## config.mk

```make
export PLATFORM = sky130hd
export DESIGN_NAME = btf_blend
export DESIGN_NICKNAME = d
export VERILOG_FILES = /design/src/hdl/btf_pkg.sv /design/src/hdl/btf_blend.sv
export SDC_FILE = /design/constraint.sdc
export NUM_CORES = 2
export LEC_CHECK = 0
export BUFFER_PORTS_ARGS = -buffer_cell sky130_fd_sc_hd__buf_4
export CELL_PAD_IN_SITES_DETAIL_PLACEMENT = 0
export CELL_PAD_IN_SITES_GLOBAL_PLACEMENT = 2
export CORE_MARGIN = 5
export CORE_UTILIZATION = 47
export CTS_CLUSTER_SIZE = 16
export DETAILED_ROUTE_END_ITERATION = 16
export GPL_ROUTABILITY_DRIVEN = 0
export GPL_TIMING_DRIVEN = 0
export PLACE_DENSITY = 0.95
export SLEW_MARGIN = 20
export SYNTH_ARGS = -nofsm -noshare
export SYNTH_HDL_FRONTEND = slang
export SYNTH_SLANG_ARGS = --single-unit
```

## constraint.sdc

```tcl
create_clock -name clk -period 14 [get_ports clk]
set_input_delay 1.4 -clock clk [delete_from_list [all_inputs] [get_ports clk]]
set_output_delay 1.4 -clock clk [all_outputs]
set_load 0.005 [all_outputs]
```

## src/hdl/btf_pkg.sv

```systemverilog
// Shared types and constants of the bilinear texture filter.
package btf_pkg;

	// Input item operation codes.
	localparam logic OP_WRITE  = 1'b0;
	localparam logic OP_SAMPLE = 1'b1;

	// Configuration register indexes.
	localparam logic [1:0] REG_REPEAT = 2'd0;
	localparam logic [1:0] REG_WIDTH  = 2'd1;
	localparam logic [1:0] REG_HEIGHT = 2'd2;

	localparam int ADDR_W  = 16;
	localparam int SIDE_W  = 9;
	localparam int CHAN_W  = 8;
	localparam int OUT_W   = 16;
	localparam int COORD_W = 32;

	// Configuration write item.
	typedef struct packed {
		logic [1:0]  index;
		logic [31:0] data;
	} cfg_item_t;

	// Input item.
	typedef struct packed {
		logic                operation;
		logic [ADDR_W-1:0]   texel_index;
		logic [CHAN_W-1:0]   texel_red;
		logic [CHAN_W-1:0]   texel_green;
		logic [CHAN_W-1:0]   texel_blue;
		logic [CHAN_W-1:0]   texel_alpha;
		logic signed [COORD_W-1:0] coord_s;
		logic signed [COORD_W-1:0] coord_t;
	} in_item_t;

	// Result item.
	typedef struct packed {
		logic [OUT_W-1:0] out_red;
		logic [OUT_W-1:0] out_green;
		logic [OUT_W-1:0] out_blue;
		logic [OUT_W-1:0] out_alpha;
	} out_item_t;

	// Registered configuration seen by the datapath.
	typedef struct packed {
		logic              repeat_mode;
		logic [SIDE_W-1:0] width;
		logic [SIDE_W-1:0] height;
	} cfg_t;

endpackage

```

## src/hdl/btf_blend.sv

```systemverilog
// Bilinear blend of one channel over three register stages.
module btf_blend import btf_pkg::*; #(
	parameter int FRAC = 16
) (
	input  logic              clk,
	input  logic              en,
	input  logic [CHAN_W-1:0] c00,
	input  logic [CHAN_W-1:0] c01,
	input  logic [CHAN_W-1:0] c10,
	input  logic [CHAN_W-1:0] c11,
	input  logic [FRAC+1:0]   u,
	input  logic [FRAC+1:0]   v,
	output logic [OUT_W-1:0]  result
);
	localparam int WF = FRAC + 2;
	localparam int RW = CHAN_W + WF;
	localparam int AW = RW + WF + 1;
	localparam int SH = 2 * (FRAC + 1) - 8;

	logic [WF-1:0] su;
	logic [RW-1:0] r0_s1, r1_s1;
	logic [WF-1:0] v_s1;
	logic [AW-1:0] a0_s2, a1_s2;
	logic [AW-1:0] acc;

	assign su = (WF'(1) << (FRAC + 1)) - u;

	// Stage one: horizontal blend of both rows.
	always_ff @(posedge clk) begin
		if (en) begin
			r0_s1 <= RW'(c00) * RW'(su) + RW'(c01) * RW'(u);
			r1_s1 <= RW'(c10) * RW'(su) + RW'(c11) * RW'(u);
			v_s1  <= v;
		end
	end

	// Stage two: vertical weights.
	always_ff @(posedge clk) begin
		if (en) begin
			a0_s2 <= AW'(r0_s1) * AW'((WF'(1) << (FRAC + 1)) - v_s1);
			a1_s2 <= AW'(r1_s1) * AW'(v_s1);
		end
	end

	// Stage three: sum and round to Q8.8, ties upward.
	assign acc = a0_s2 + a1_s2 + (AW'(1) << (SH - 1));

	always_ff @(posedge clk) begin
		if (en) begin
			result <= acc[SH +: OUT_W];
		end
	end
endmodule

```

# Word level (Yosys, flattened, before mapping)
# Index checks and enable logic that the tools add are counted.
# word_totals
register_bits	170
input_bits	70
out_inout_bits	16
word_cells	18
# op_classes
add_sub_neg	6
n_mul	6
# ops
op	n
8-bit by 18-bit multiplier with 26-bit output	4
26-bit adder	2
42-bit by 26-bit adder with 42-bit output, second input constant	1
42-bit adder	1
26-bit by 18-bit multiplier with 42-bit output	1
27-bit by 19-bit multiplier with 42-bit output	1
18-bit by 18-bit subtractor with 19-bit output, first input constant	1
18-bit subtractor, first input constant	1

# Logic depth before layout (Yosys ltp)
# depth
depth_word	3
depth_mapped	34
ltp_nobuf	31

# Worst setup path before layout
# Ideal clock, no wire load.
# synth_path
kind	input to register
startpoint	input u[3]
endpoint	register r0_s1[24], data pin
setup_ns	0.258
arrival_time_ns	8.375
t_required_ns	13.742
path_slack_ns	5.367
cell_stages	27
cell_sequence	buf_2 -> nor3_2 -> nand2b_1 -> or4_1 -> nor2_1 -> nand2_1 -> xor2_1 -> clkbuf_1 -> nand2_1 -> fa_1 -> inv_1 -> fa_1 -> inv_1 -> fa_1 -> fa_1 -> fa_1 -> inv_1 -> fa_1 -> ha_1 -> and3_1 -> a221o_1 -> a211oi_2 -> o21bai_1 -> a2111o_1 -> a311o_1 -> a21oi_2 -> xnor2_1
# synth_via
elab_chain_cells	3
elab_cells_between_ends	4
# synth_lines
item	line	rtl
start, declared	btf_blend.sv:11	input logic [FRAC+1:0] u,
18-bit subtractor	btf_blend.sv:26	assign su = (WF'(1) << (FRAC + 1)) - u;
8-bit by 18-bit multiplier with 26-bit output	btf_blend.sv:31	r0_s1 <= RW'(c00) * RW'(su) + RW'(c01) * RW'(u);
26-bit adder *	btf_blend.sv:31	
end signal, assigned	btf_blend.sv:31	
end, declared	btf_blend.sv:21	logic [RW-1:0] r0_s1, r1_s1;
# Mark *: on every way between the ends. The rest lies on a longest branch, timed or not.
# A chain may end at the register's enable or synchronous reset.

# Worst setup path in the final report
# layout_path
startpoint	input u[0]
endpoint	register r1_s1[25], data pin
# layout_via
elab_chain_cells	3
elab_cells_between_ends	4
# layout_lines
item	line	rtl
18-bit subtractor	btf_blend.sv:26	
8-bit by 18-bit multiplier with 26-bit output	btf_blend.sv:32	r1_s1 <= RW'(c10) * RW'(su) + RW'(c11) * RW'(u);
26-bit adder *	btf_blend.sv:32	
end signal, assigned	btf_blend.sv:32	
end, declared	btf_blend.sv:21	
# Marks and branches as above.

==> impl_metrics.tcl <==
set metrics [dict create \
    outcome "finished clean" \
    report.final.slew_viol_count 0 \
    die_width_um 351 \
    cts.sinks 170 \
    ys_warn_count 0 \
    cts_tree "yes" \
    hold_path.startpoint "a1_s2[41]" \
    grt_max_degree 102 \
    place_ws_ns 2.98 \
    worstPathMaxFanout 10 \
    worstRegToRegCells 29 \
    htreeDepth 4 \
    synth_seq_cells 170 \
    grt_overflow 0 \
    synth-seq-area-share_pct 9.32 \
    clk_pin_slew_ns 0.08 \
    fin_setup_tns_ns 0 \
    cap_violations 0 \
    placed_cells 7421 \
    syn_area_mm2 0.0548 \
    synth-async-reset-ratio_pct 0 \
    crit-reg2reg-capture "a0_s2[39]" \
    yosysMostFrequentCell "inv_1" \
    synth.net_count 7658 \
    timing.slew.headroom_pct 24.5 \
    antenna_found_initial 12 \
    max_slew.worst_pin.slew_ns 1.12 \
    drtAntennaViolNets 0 \
    start_util_pct 47.2 \
    min_period_ns 10.45 \
    clockBufferDepth 2 \
    grt_use_total_pct 26.2 \
    hold_class "reg2reg" \
    synth_cell_types 82 \
    holdPathStages 2 \
    yosys-top-cells-area "fa_1 (46%), ha_1 (11%), edfxtp_1 (9.3%), inv_1 (8.9%), nand2_1 (7.3%)" \
    r2r-start "v_s1[0]" \
    rows 125 \
    grt_pass1_vias 42900 \
    nets 7729 \
    pin_count 86 \
    drc 0 \
    fin_worst_skew_ns 0.0144 \
    critical_path_class "in2reg" \
    root_buffer "clkbuf_16" \
    fin_crit_sh_pct 74.6 \
    synth_top_flop_cell "edfxtp_1" \
    grt_pass1_wl_um 247000 \
    start_kind "input port" \
    r2r_slack_ns 3.56 \
    netlist_top_cells_count "inv_1 (1,298), fa_1 (1,261), nand2_1 (1,069)" \
    worst_slack_ns 3.55 \
    ctsResizeCount 0 \
    setup_viol 0 \
    setup.worst_path.end_class "flip-flop" \
    drt-total-wl_um 157000 \
    synth_largest_area_cell "fa_1" \
    core_area_mm2 0.116 \
    drive_gt1_share_pct 2.51 \
    synthToLayoutAreaGrowth_pct 5.56 \
    ctsHoldBuffers 0 \
    dpl.hpwl_um 133000 \
    fin_util_pct 49.9 \
    numCtsBuffers 17 \
    synth_edf_count 170 \
    die_h_um 351 \
    hold_end "result[15]" \
    final_cells 7458 \
    io_buffers 51 \
    wire_per_inst_um 21.0 \
    die_area_mm2 0.123 \
    synth_top_area_share_pct 46.1 \
    rsz0062_at_grt "false" \
    syn_avg_cell_area_um2 9.37 \
    hold_viol 0 \
    maxClockFrequency_mhz 95.7 \
    cp_data_arrival_time_ns 10.72 \
    critPathRequiredTime_ns 14.28 \
    clk_latency_ns 0.46 \
    first_iter_violations 2761 \
    critical_path.startpoint "u[0]" \
    drt_first_pass_iters 8 \
    post-cts-setup-buffers 0 \
    vias 39400 \
    via_per_inst 5.28 \
    syn_inst 5845 \
]
==> layout make-up <==
type / count / area, um^2
antenna: 5 / 12.5
buffer: 299 / 1140
clock buffer: 17 / 425
clock inverter: 15 / 160
fill: 10800 / 58100
inverter: 1298 / 4870
multi-input combinational: 4078 / 43800
sequential: 170 / 5100
tap: 1524 / 1910
timing repair buffer: 52 / 418
==> layout by cell type (no fill, tap or decap), drive strengths merged, types with 52 or more instances in the layout <==
cell / instances
a21o: 52
a21oi: 115
and2: 496
buf: 91
clkbuf: 277
edfxtp: 170
fa: 1261
ha: 482
inv: 1304
nand2: 1070
nor2: 91
o21ai: 56
xnor2: 127
==> kinds of logic (layout without fill, tap and decap cells) <==
logic type                 after synthesis  count (layout)  synth area share, %
muxes                                    1               1               0.0183
buffers and inverters                 1597            1681                 11.0
xor gates and xnor gates               169             169                 2.76
AOI/OAI and AO/OA                      366             366                 4.50
DFF                                    170             170                 9.32
adders and majority gates             1743            1743                 57.1
and+or+nand+nor                       1799            1799                 15.3
other                                    0               5                    0
==> per-stage QoR <==
step	hold WS, ns	instance area [um^2]
final	0.714	57800
after global routing	0.779	57800
after CTS	0.725	57800
after detailed placement	0.699	57200
after global placement	0.678	57000
after floorplan	0.627	54800
==> worst max-delay path by stage <==
stage	to	slack, ns	cells past startpoint
floorplan	r0_s1[24]	5.37	27
global placement	r1_s1[25]	2.63	29
detailed placement	r1_s1[25]	2.98	29
CTS	r1_s1[25]	3.46	29
global route	r1_s1[25]	3.05	29
finish	r1_s1[25]	3.55	28
==> layer usage <==
metal  global-route usage (%)  part of all wire [%]  vias up
met2                     42.1                    46     1428
met5                        0                0.0070        -
li1                         -                     -    17500
met3                     4.05                   7.8      237
met4                     8.83                   3.6        2
met1                     36.6                    43    20300
==> registers in the layout, summed over array words and instances, names as in the netlist <==
name / flops
result: 16
a0_s2: 42
r1_s1: 26
r0_s1: 26
a1_s2: 42
v_s1: 18
==> worst max-delay path: stages <==
cell	delay, ns
clkbuf_1	0.72
clkbuf_1	0.71
inv_1	0.10
ha_1	0.33
inv_1	0.13
or3_1	0.15
xor2_2	0.58
clkbuf_1	0.74
nand2_1	0.19
fa_1	0.57
inv_1	0.05
fa_1	0.48
inv_1	0.05
fa_1	0.48
fa_1	0.57
fa_1	0.43
fa_1	0.49
inv_1	0.04
ha_1	0.33
and4_1	0.21
a211oi_1	0.19
o21ai_1	0.16
a41oi_2	0.32
o31ai_1	0.18
a221o_1	0.39
a211oi_2	0.30
a21oi_1	0.13
xnor2_1	0.27
Power is not shown: default switching activity piles up to over one toggle a cycle in this logic, so the estimate is an artifact.
