File: config.mk
export PLATFORM = sky130hd
export DESIGN_NAME = btf_locate
export DESIGN_NICKNAME = d
export VERILOG_FILES = /design/src/hdl/btf_pkg.sv /design/src/hdl/btf_locate.sv
export SDC_FILE = /design/constraint.sdc
export NUM_CORES = 1
export LEC_CHECK = 0
export BUFFER_PORTS_ARGS = -buffer_cell sky130_fd_sc_hd__buf_2
export CAP_MARGIN = 40
export CORE_MARGIN = 2
export CORE_UTILIZATION = 60
export DETAILED_ROUTE_END_ITERATION = 16
export MAX_ROUTING_LAYER = met4
export PLACE_DENSITY = 0.92
export REMOVE_ABC_BUFFERS = 1
export SYNTH_ARGS = -nofsm -noshare
export SYNTH_HDL_FRONTEND = slang
export SYNTH_SLANG_ARGS = --single-unit
File: constraint.sdc
create_clock -name clk -period 10.15 [get_ports clk]
set_input_delay 1.015 -clock clk [delete_from_list [all_inputs] [get_ports clk]]
set_output_delay 1.015 -clock clk [all_outputs]
set_load 0.01 [all_outputs]
File: src/hdl/btf_pkg.sv
// Shared types and constants of the bilinear texture filter.
package btf_pkg;

	// Input item operation codes.
	localparam logic OP_WRITE  = 1'b0;
	localparam logic OP_SAMPLE = 1'b1;

	// Configuration register indexes.
	localparam logic [1:0] REG_REPEAT = 2'd0;
	localparam logic [1:0] REG_WIDTH  = 2'd1;
	localparam logic [1:0] REG_HEIGHT = 2'd2;

	localparam int ADDR_W  = 16;
	localparam int SIDE_W  = 9;
	localparam int CHAN_W  = 8;
	localparam int OUT_W   = 16;
	localparam int COORD_W = 32;

	// Configuration write item.
	typedef struct packed {
		logic [1:0]  index;
		logic [31:0] data;
	} cfg_item_t;

	// Input item.
	typedef struct packed {
		logic                operation;
		logic [ADDR_W-1:0]   texel_index;
		logic [CHAN_W-1:0]   texel_red;
		logic [CHAN_W-1:0]   texel_green;
		logic [CHAN_W-1:0]   texel_blue;
		logic [CHAN_W-1:0]   texel_alpha;
		logic signed [COORD_W-1:0] coord_s;
		logic signed [COORD_W-1:0] coord_t;
	} in_item_t;

	// Result item.
	typedef struct packed {
		logic [OUT_W-1:0] out_red;
		logic [OUT_W-1:0] out_green;
		logic [OUT_W-1:0] out_blue;
		logic [OUT_W-1:0] out_alpha;
	} out_item_t;

	// Registered configuration seen by the datapath.
	typedef struct packed {
		logic              repeat_mode;
		logic [SIDE_W-1:0] width;
		logic [SIDE_W-1:0] height;
	} cfg_t;

endpackage

File: src/hdl/btf_locate.sv
// One axis: wrap or clamp a coordinate, scale it, split index and fraction (two stages).
module btf_locate import btf_pkg::*; #(
	parameter int MAX_SIDE = 256,
	parameter int FRAC     = 16
) (
	input  logic                      clk,
	input  logic                      en,
	input  logic                      repeat_mode,
	input  logic [SIDE_W-1:0]         side,
	input  logic signed [COORD_W-1:0] coord,
	output logic [$clog2(MAX_SIDE)-1:0] lo,
	output logic [$clog2(MAX_SIDE)-1:0] hi,
	output logic [FRAC:0]             frac
);
	localparam int IW = $clog2(MAX_SIDE);
	localparam int CW = FRAC + 1;
	localparam int MW = IW + 1;
	localparam int PW = CW + MW;

	logic [CW-1:0] c_norm;
	logic [IW:0]   side_eff;
	logic [CW-1:0] c_s1;
	logic [MW-1:0] mul_s1;
	logic [IW:0]   last_s1;
	logic [PW-1:0] p;
	logic [PW-FRAC-2:0] idx_full;
	logic [IW-1:0] idx;

	// Wrap to the fraction or clamp to zero..one.
	always_comb begin
		if (repeat_mode) begin
			c_norm = {1'b0, coord[FRAC-1:0]};
		end else if (coord[COORD_W-1]) begin
			c_norm = '0;
		end else if (coord > (COORD_W'(1) << FRAC)) begin
			c_norm = CW'(1) << FRAC;
		end else begin
			c_norm = coord[CW-1:0];
		end
		if (side == '0) begin
			side_eff = (IW+1)'(1);
		end else if (32'(side) > MAX_SIDE) begin
			side_eff = (IW+1)'(MAX_SIDE);
		end else begin
			side_eff = (IW+1)'(side);
		end
	end

	// Stage one: normalized coordinate and scale factor 2*side-1.
	always_ff @(posedge clk) begin
		if (en) begin
			c_s1    <= c_norm;
			mul_s1  <= MW'({side_eff, 1'b0} - 1'b1);
			last_s1 <= side_eff - 1'b1;
		end
	end

	// Stage two: product, index clamp and fraction.
	assign p        = PW'(c_s1) * PW'(mul_s1);
	assign idx_full = p[PW-1:FRAC+1];
	assign idx      = ((IW+1)'(idx_full) > last_s1) ? last_s1[IW-1:0] : idx_full[IW-1:0];

	always_ff @(posedge clk) begin
		if (en) begin
			lo   <= idx;
			hi   <= ((IW+1)'(idx) + 1'b1 > last_s1) ? last_s1[IW-1:0] : idx + 1'b1;
			frac <= p[FRAC:0];
		end
	end
endmodule

After elaboration in Yosys (flattened, before gate mapping)
Index checks and enable logic that the tools add are counted.
{"block": "totals", "reg_bits": 68, "in_bits": 44, "out_inout_bits": 33, "wordCells": 25}
{"block": "op_classes", "addsub": 4, "n_mul": 1, "magnitude_cmp": 4, "muxes": 7, "reduce_logical": 2}
{"operator": "32-bit by 18-bit > comparator with 1-bit output, second input constant", "count": 1}
{"operator": "16-bit two-way mux", "count": 2}
{"operator": "17-bit by 9-bit multiplier with 26-bit output", "count": 1}
{"operator": "9-bit > comparator", "count": 2}
{"operator": "9-bit two-way mux", "count": 2}
{"operator": "9-bit by 1-bit subtractor with 9-bit output, second input constant", "count": 2}
{"operator": "17-bit two-way mux", "count": 1}
{"operator": "8-bit two-way mux", "count": 2}
{"operator": "8-bit by 1-bit adder with 9-bit output, second input constant", "count": 1}
{"operator": "9-bit > comparator, second input constant", "count": 1}
{"operator": "9-bit zero test", "count": 1}
{"operator": "8-bit by 1-bit adder with 8-bit output, second input constant", "count": 1}
{"operator": "2-bit OR reduction", "count": 1}

Depth between registers and ports, before layout
{"block": "depth", "depth_word": 6, "depth_mapped": 42, "ltp_nobuf": 37}

Worst setup path after synthesis
OpenSTA, ideal clock, no wires.
{"block": "synth_timing", "kind": "register to register", "start": "register mul_s1[5]", "end": "register hi[1] (data pin)", "setup_ns": 0.260, "t_arrival_ns": 8.251, "required_ns": 9.890, "setup_slack_ns": 1.640, "stages_incl_launch_ff": 39, "n_path_buf": 4, "period_less_slack_ns": 8.510, "path_cell_list": "edfxtp_1 clkbuf_1 inv_1 clkbuf_1 nor2_1 fa_1 inv_1 fa_1 inv_1 fa_1 inv_1 fa_1 inv_1 ha_1 a21oi_1 nand2_1 o21ai_1 and3_4 [... 3 more ...] xnor2_1 ha_1 a21oi_2 o21ai_1 or4b_1 and2_1 buf_6 o21ai_0 ha_1 nor3b_1 xor2_1 ha_1 nand3_1 nor3_1 a21oi_1 a21o_1 clkbuf_1 mux2_2"}
{"block": "synth_between", "elab_chain_len": 6, "elab_cells_between_ends": 7, "cone_classes": "2 x add/sub; 1 x mul; 2 x order compare; 2 x mux"}
{"element": "start: declaration", "line": "btf_locate.sv:23", "text": "logic [MW-1:0] mul_s1;"}
{"element": "start signal: assignment", "line": "btf_locate.sv:53", "text": "mul_s1 <= MW'({side_eff, 1'b0} - 1'b1);"}
{"element": "17-bit by 9-bit multiplier with 26-bit output (*)", "line": "btf_locate.sv:59", "text": "assign p = PW'(c_s1) * PW'(mul_s1);"}
{"element": "9-bit > comparator", "line": "btf_locate.sv:61", "text": "assign idx = ((IW+1)'(idx_full) > last_s1) ? last_s1[IW-1:0] : idx_full[IW-1:0];"}
{"element": "8-bit two-way mux (*)", "line": "btf_locate.sv:61"}
{"element": "via idx[0]", "line": "btf_locate.sv:27", "text": "logic [IW-1:0] idx;"}
{"element": "8-bit by 1-bit adder with 9-bit output", "line": "btf_locate.sv:66", "text": "hi <= ((IW+1)'(idx) + 1'b1 > last_s1) ? last_s1[IW-1:0] : idx + 1'b1;"}
{"element": "9-bit > comparator", "line": "btf_locate.sv:66"}
{"element": "8-bit two-way mux (*)", "line": "btf_locate.sv:66"}
{"element": "end signal: assignment", "line": "btf_locate.sv:66"}
{"element": "end: declaration", "line": "btf_locate.sv:12", "text": "output logic [$clog2(MAX_SIDE)-1:0] hi,"}
Mark *: on every way through the listed nets, which the timed path passes. The rest lies on a longest branch.
A chain may end at the register's enable or synchronous reset.

Worst setup path after layout
{"block": "layout_timing", "start": "register mul_s1[5]", "end": "register hi[2] (data pin)"}
The elaborated chain is that of the path after synthesis.

==> summary.txt <==
GRT
  – Met2 Usage GRT: 46.9%
  – Largest net degree at the start of global routing: 60
  – Top Usage Layer GRT: met2
  – Total track usage: 29.4%
  – First-pass GRT wire length: approximately 32000 um
  – Total global routing overflow: 0
  – Vias in the first global route: 6619
  – GR Util met3: under 10%
  – M1 GR Usage: between 30 and 40%
  – Initial antenna violation count: 1

Floorplanning
  – Chip Width: approximately 120 um
  – Row count: 41
  – Starting Density: a little over 60%
  – IO Pins: a little under 80
  – Die Ht: 119 um
  – Core ar.: 12700 um2
  – Die area: roughly 14000 um2

Outcome
  – Status: finished, final reports clean

STA
  – Relative slew slack: a little under half
  – Final period util: between 90% and 100%
  – Fmax: 103 MHz
  – Final hold vios: 0
  – Clock skew: around 17 ps
  – Least-Margin Pin Slew: around 800 ps
  – Fin crit period: approximately 9800 ps
  – Final max-slew violation count: 0
  – Fin worst setup slack: 399 ps
  – RSZ-0062 raised after global routing: no
  – Setup tns final: 0 ps
  – Final Setup Violations: 0

Clocking
  – Resized cells post-CTS: 0
  – CTS tree: yes
  – Clock Root Buffer: clkbuf_16
  – H-tree depth: 3
  – Clock tree buffer depth: 2
  – CTS Sinks: between 50 and 60
  – Post-CTS Setup Repair Bufs: 0
  – CTS clk-pin slew, worst paths: ~50 ps
  – Hold-fix buffers, CTS: 0
  – Clk_lat worst skew: 350 ps
  – TritonCTS buffer count: 9

Flow run
  – Max_cap viols: 0

Synth
  – Compound-gate portion of the synthesized area: slightly below 8%
  – Async SR Flop Fraction: 0%
  – Post-synth top flop: edfxtp_1
  – Post-Synth XOR/XNOR Area: 2.77%
  – EDFF count, synth: 59
  – Adder-cell area share of the yosys netlist: approximately 37%
  – Synthesized area: 7900 um2
  – Yosys warns: 0
  – Proportion of synthesized area in mux cells: under 10%
  – Register bit total from synthesis: 59
  – Simple-gate area share of the yosys netlist: 18.5%
  – Cells after synthesis: roughly 850
  – Register area share after synthesis: approximately 22%
  – Synth cell types: 58
  – Largest family of logic cells by synthesized area: adder cells
  – Average size of a mapped cell: approximately 9.3 um2

Critical path
  – WP data arrival: slightly below 10000 ps
  – CP endpoint kind: flip-flop
  – Slowest stage cell, crit path: edfxtp_1
  – Most used cell, CP: inv_1
  – Critical Path Source Type: flip-flop
  – Crit path kind: flip-flop to flip-flop
  – Crit path required time: 10240 ps
  – Crit Path Max Fanout: 13
  – Max incr delay on CP: 640 ps

Final layout
  – Nets: approximately 1100
  – Layout fillers: 962
  – Fin cells: 1087
  – Area Overhead vs Synth: 9.57%
  – Share of layout cells above drive strength 1: a little over an eighth

Placed design
  – Placer Congestion: between 1 and 1.5
  – Dpl cells: roughly 1100
  – DP Worst Slack: ~730 ps
  – IO Port Bufs: 76
  – Final HPWL DP: roughly 15000 um

Route
  – DR vias: 6409
  – Final wirelength: around 19000 um
  – Initial DRC count: around 610
  – Drt drc: 0
  – DR WL/cell: roughly 18 um
  – Antenna Nets Post-Route: 0
  – First-pass DRT Iterations: 5
  – Vias per cell: approximately 6

Min path
  – Hold Crit Class: flip-flop to flip-flop
cells in the mapped netlist, types with 3 or more instances:
| library cell | count | area share [%] |
|---|---|---|
| clkbuf_1 | 16 | 0.76 |
| nor4_1 | 9 | 0.71 |
| mux2_2 | 11 | 1.6 |
| a21o_1 | 12 | 1.1 |
| nand3_1 | 17 | 1.1 |
| mux2i_1 | 3 | 0.38 |
| buf_4 | 6 | 0.57 |
| nand4_1 | 6 | 0.48 |
| a21oi_1 | 33 | 2.1 |
| nor2b_1 | 7 | 0.55 |
| and2_1 | 47 | 3.7 |
| fa_1 | 106 | 27 |
| nand2b_1 | 9 | 0.71 |
| nand2_1 | 85 | 4.0 |
| buf_2 | 3 | 0.19 |
| o21ai_1 | 3 | 0.19 |
| xor2_1 | 8 | 0.89 |
| nor3_1 | 17 | 1.1 |
| edfxtp_1 | 59 | 22 |
| o21ai_0 | 22 | 1.4 |
| and3_1 | 6 | 0.48 |
| ha_1 | 66 | 10 |
| inv_1 | 146 | 6.9 |
| clkinv_1 | 5 | 0.24 |
| a211oi_1 | 3 | 0.29 |
| or4_1 | 3 | 0.29 |
| nor2_1 | 76 | 3.6 |
| xnor2_1 | 17 | 1.9 |
| a31oi_1 | 7 | 0.55 |
final timing paths:
check	start	end	slack, ps	cells after the start
max	mul_s1[5]$_DFFE_PP_	hi[2]$_DFFE_PP_	400	34
min reg2reg	c_s1[0]$_DFFE_PP_	frac[0]$_DFFE_PP_	670	0
min	c_s1[0]$_DFFE_PP_	frac[0]$_DFFE_PP_	670	0
max reg2reg	mul_s1[5]$_DFFE_PP_	hi[2]$_DFFE_PP_	400	34
cells by family (layout without fill, tap and decap cells):
group | count (synthesis) | after routing
AOI/OAI and AO/OA | 99 | 99
xor gates and xnor gates | 25 | 25
adders and majority gates | 172 | 172
buffers and inverters | 180 | 249
DFF | 59 | 59
muxes | 14 | 14
other | 0 | 1
and+or+nand+nor | 296 | 296
routing by layer:
metal | routed length (um) | vias to the layer above
li1 | - | 2872
met4 | 954 | 0
met1 | 6960 | 3048
met5 | 0 | -
met2 | 9330 | 406
met3 | 1970 | 83
through the flow:
stage               util (%)  hold slack (ps)  cell area, um2
floorplan                  -              526            7750
global placement        65.9              659            8380
detailed placement      65.9              662            8380
CTS                     68.0              675            8650
global route            68.0              709            8650
finish                  68.0              666            8650
sequential cells by signal (all words and copies together), names as in the netlist:
register	cells
mul_s1	7
last_s1	2
c_s1	17
lo	8
frac	17
hi	8
placed cells by master (no fill, tap or decap), drive strengths merged, types with 9 or more instances in the layout:
master,instances
nor3,17
nand2b,9
xnor2,17
edfxtp,59
a21o,12
nor4,10
nor2,76
clkbuf,10
nand2,85
nand3,17
mux2,11
buf,80
o21ai,26
inv,149
fa,106
and2,47
a21oi,34
ha,66
worst max-delay path: cells and delay by family (launching register included):
kind | cells | cell delay [ps]
buffers and inverters | 5 | 730
XOR/XNOR | 2 | 380
AO/OA/AOI/OAI | 9 | 2190
AND/OR/NAND/NOR | 9 | 1850
flip-flops | 1 | 640
adder cells (fa/ha/maj) | 8 | 3350
multiplexers | 1 | 390
cell type report:
| class | count | area, um2 | share of cell area, % |
|---|---|---|---|
| Timing Repair Buffer | 80 | 410 | 4.74 |
| Clock buffer | 10 | 229 | 2.65 |
| Tap cell | 172 | 215 | 2.49 |
| Sequential cell | 59 | 1770 | 20.5 |
| Clock inverter | 6 | 41.3 | 0.477 |
| Antenna cell | 1 | 2.50 | 0.0289 |
| Inverter | 153 | 574 | 6.64 |
| Multi-Input combinational cell | 606 | 5410 | 62.5 |
Power is not shown: default switching activity piles up to over one toggle a cycle in this logic, so the estimate is an artifact.
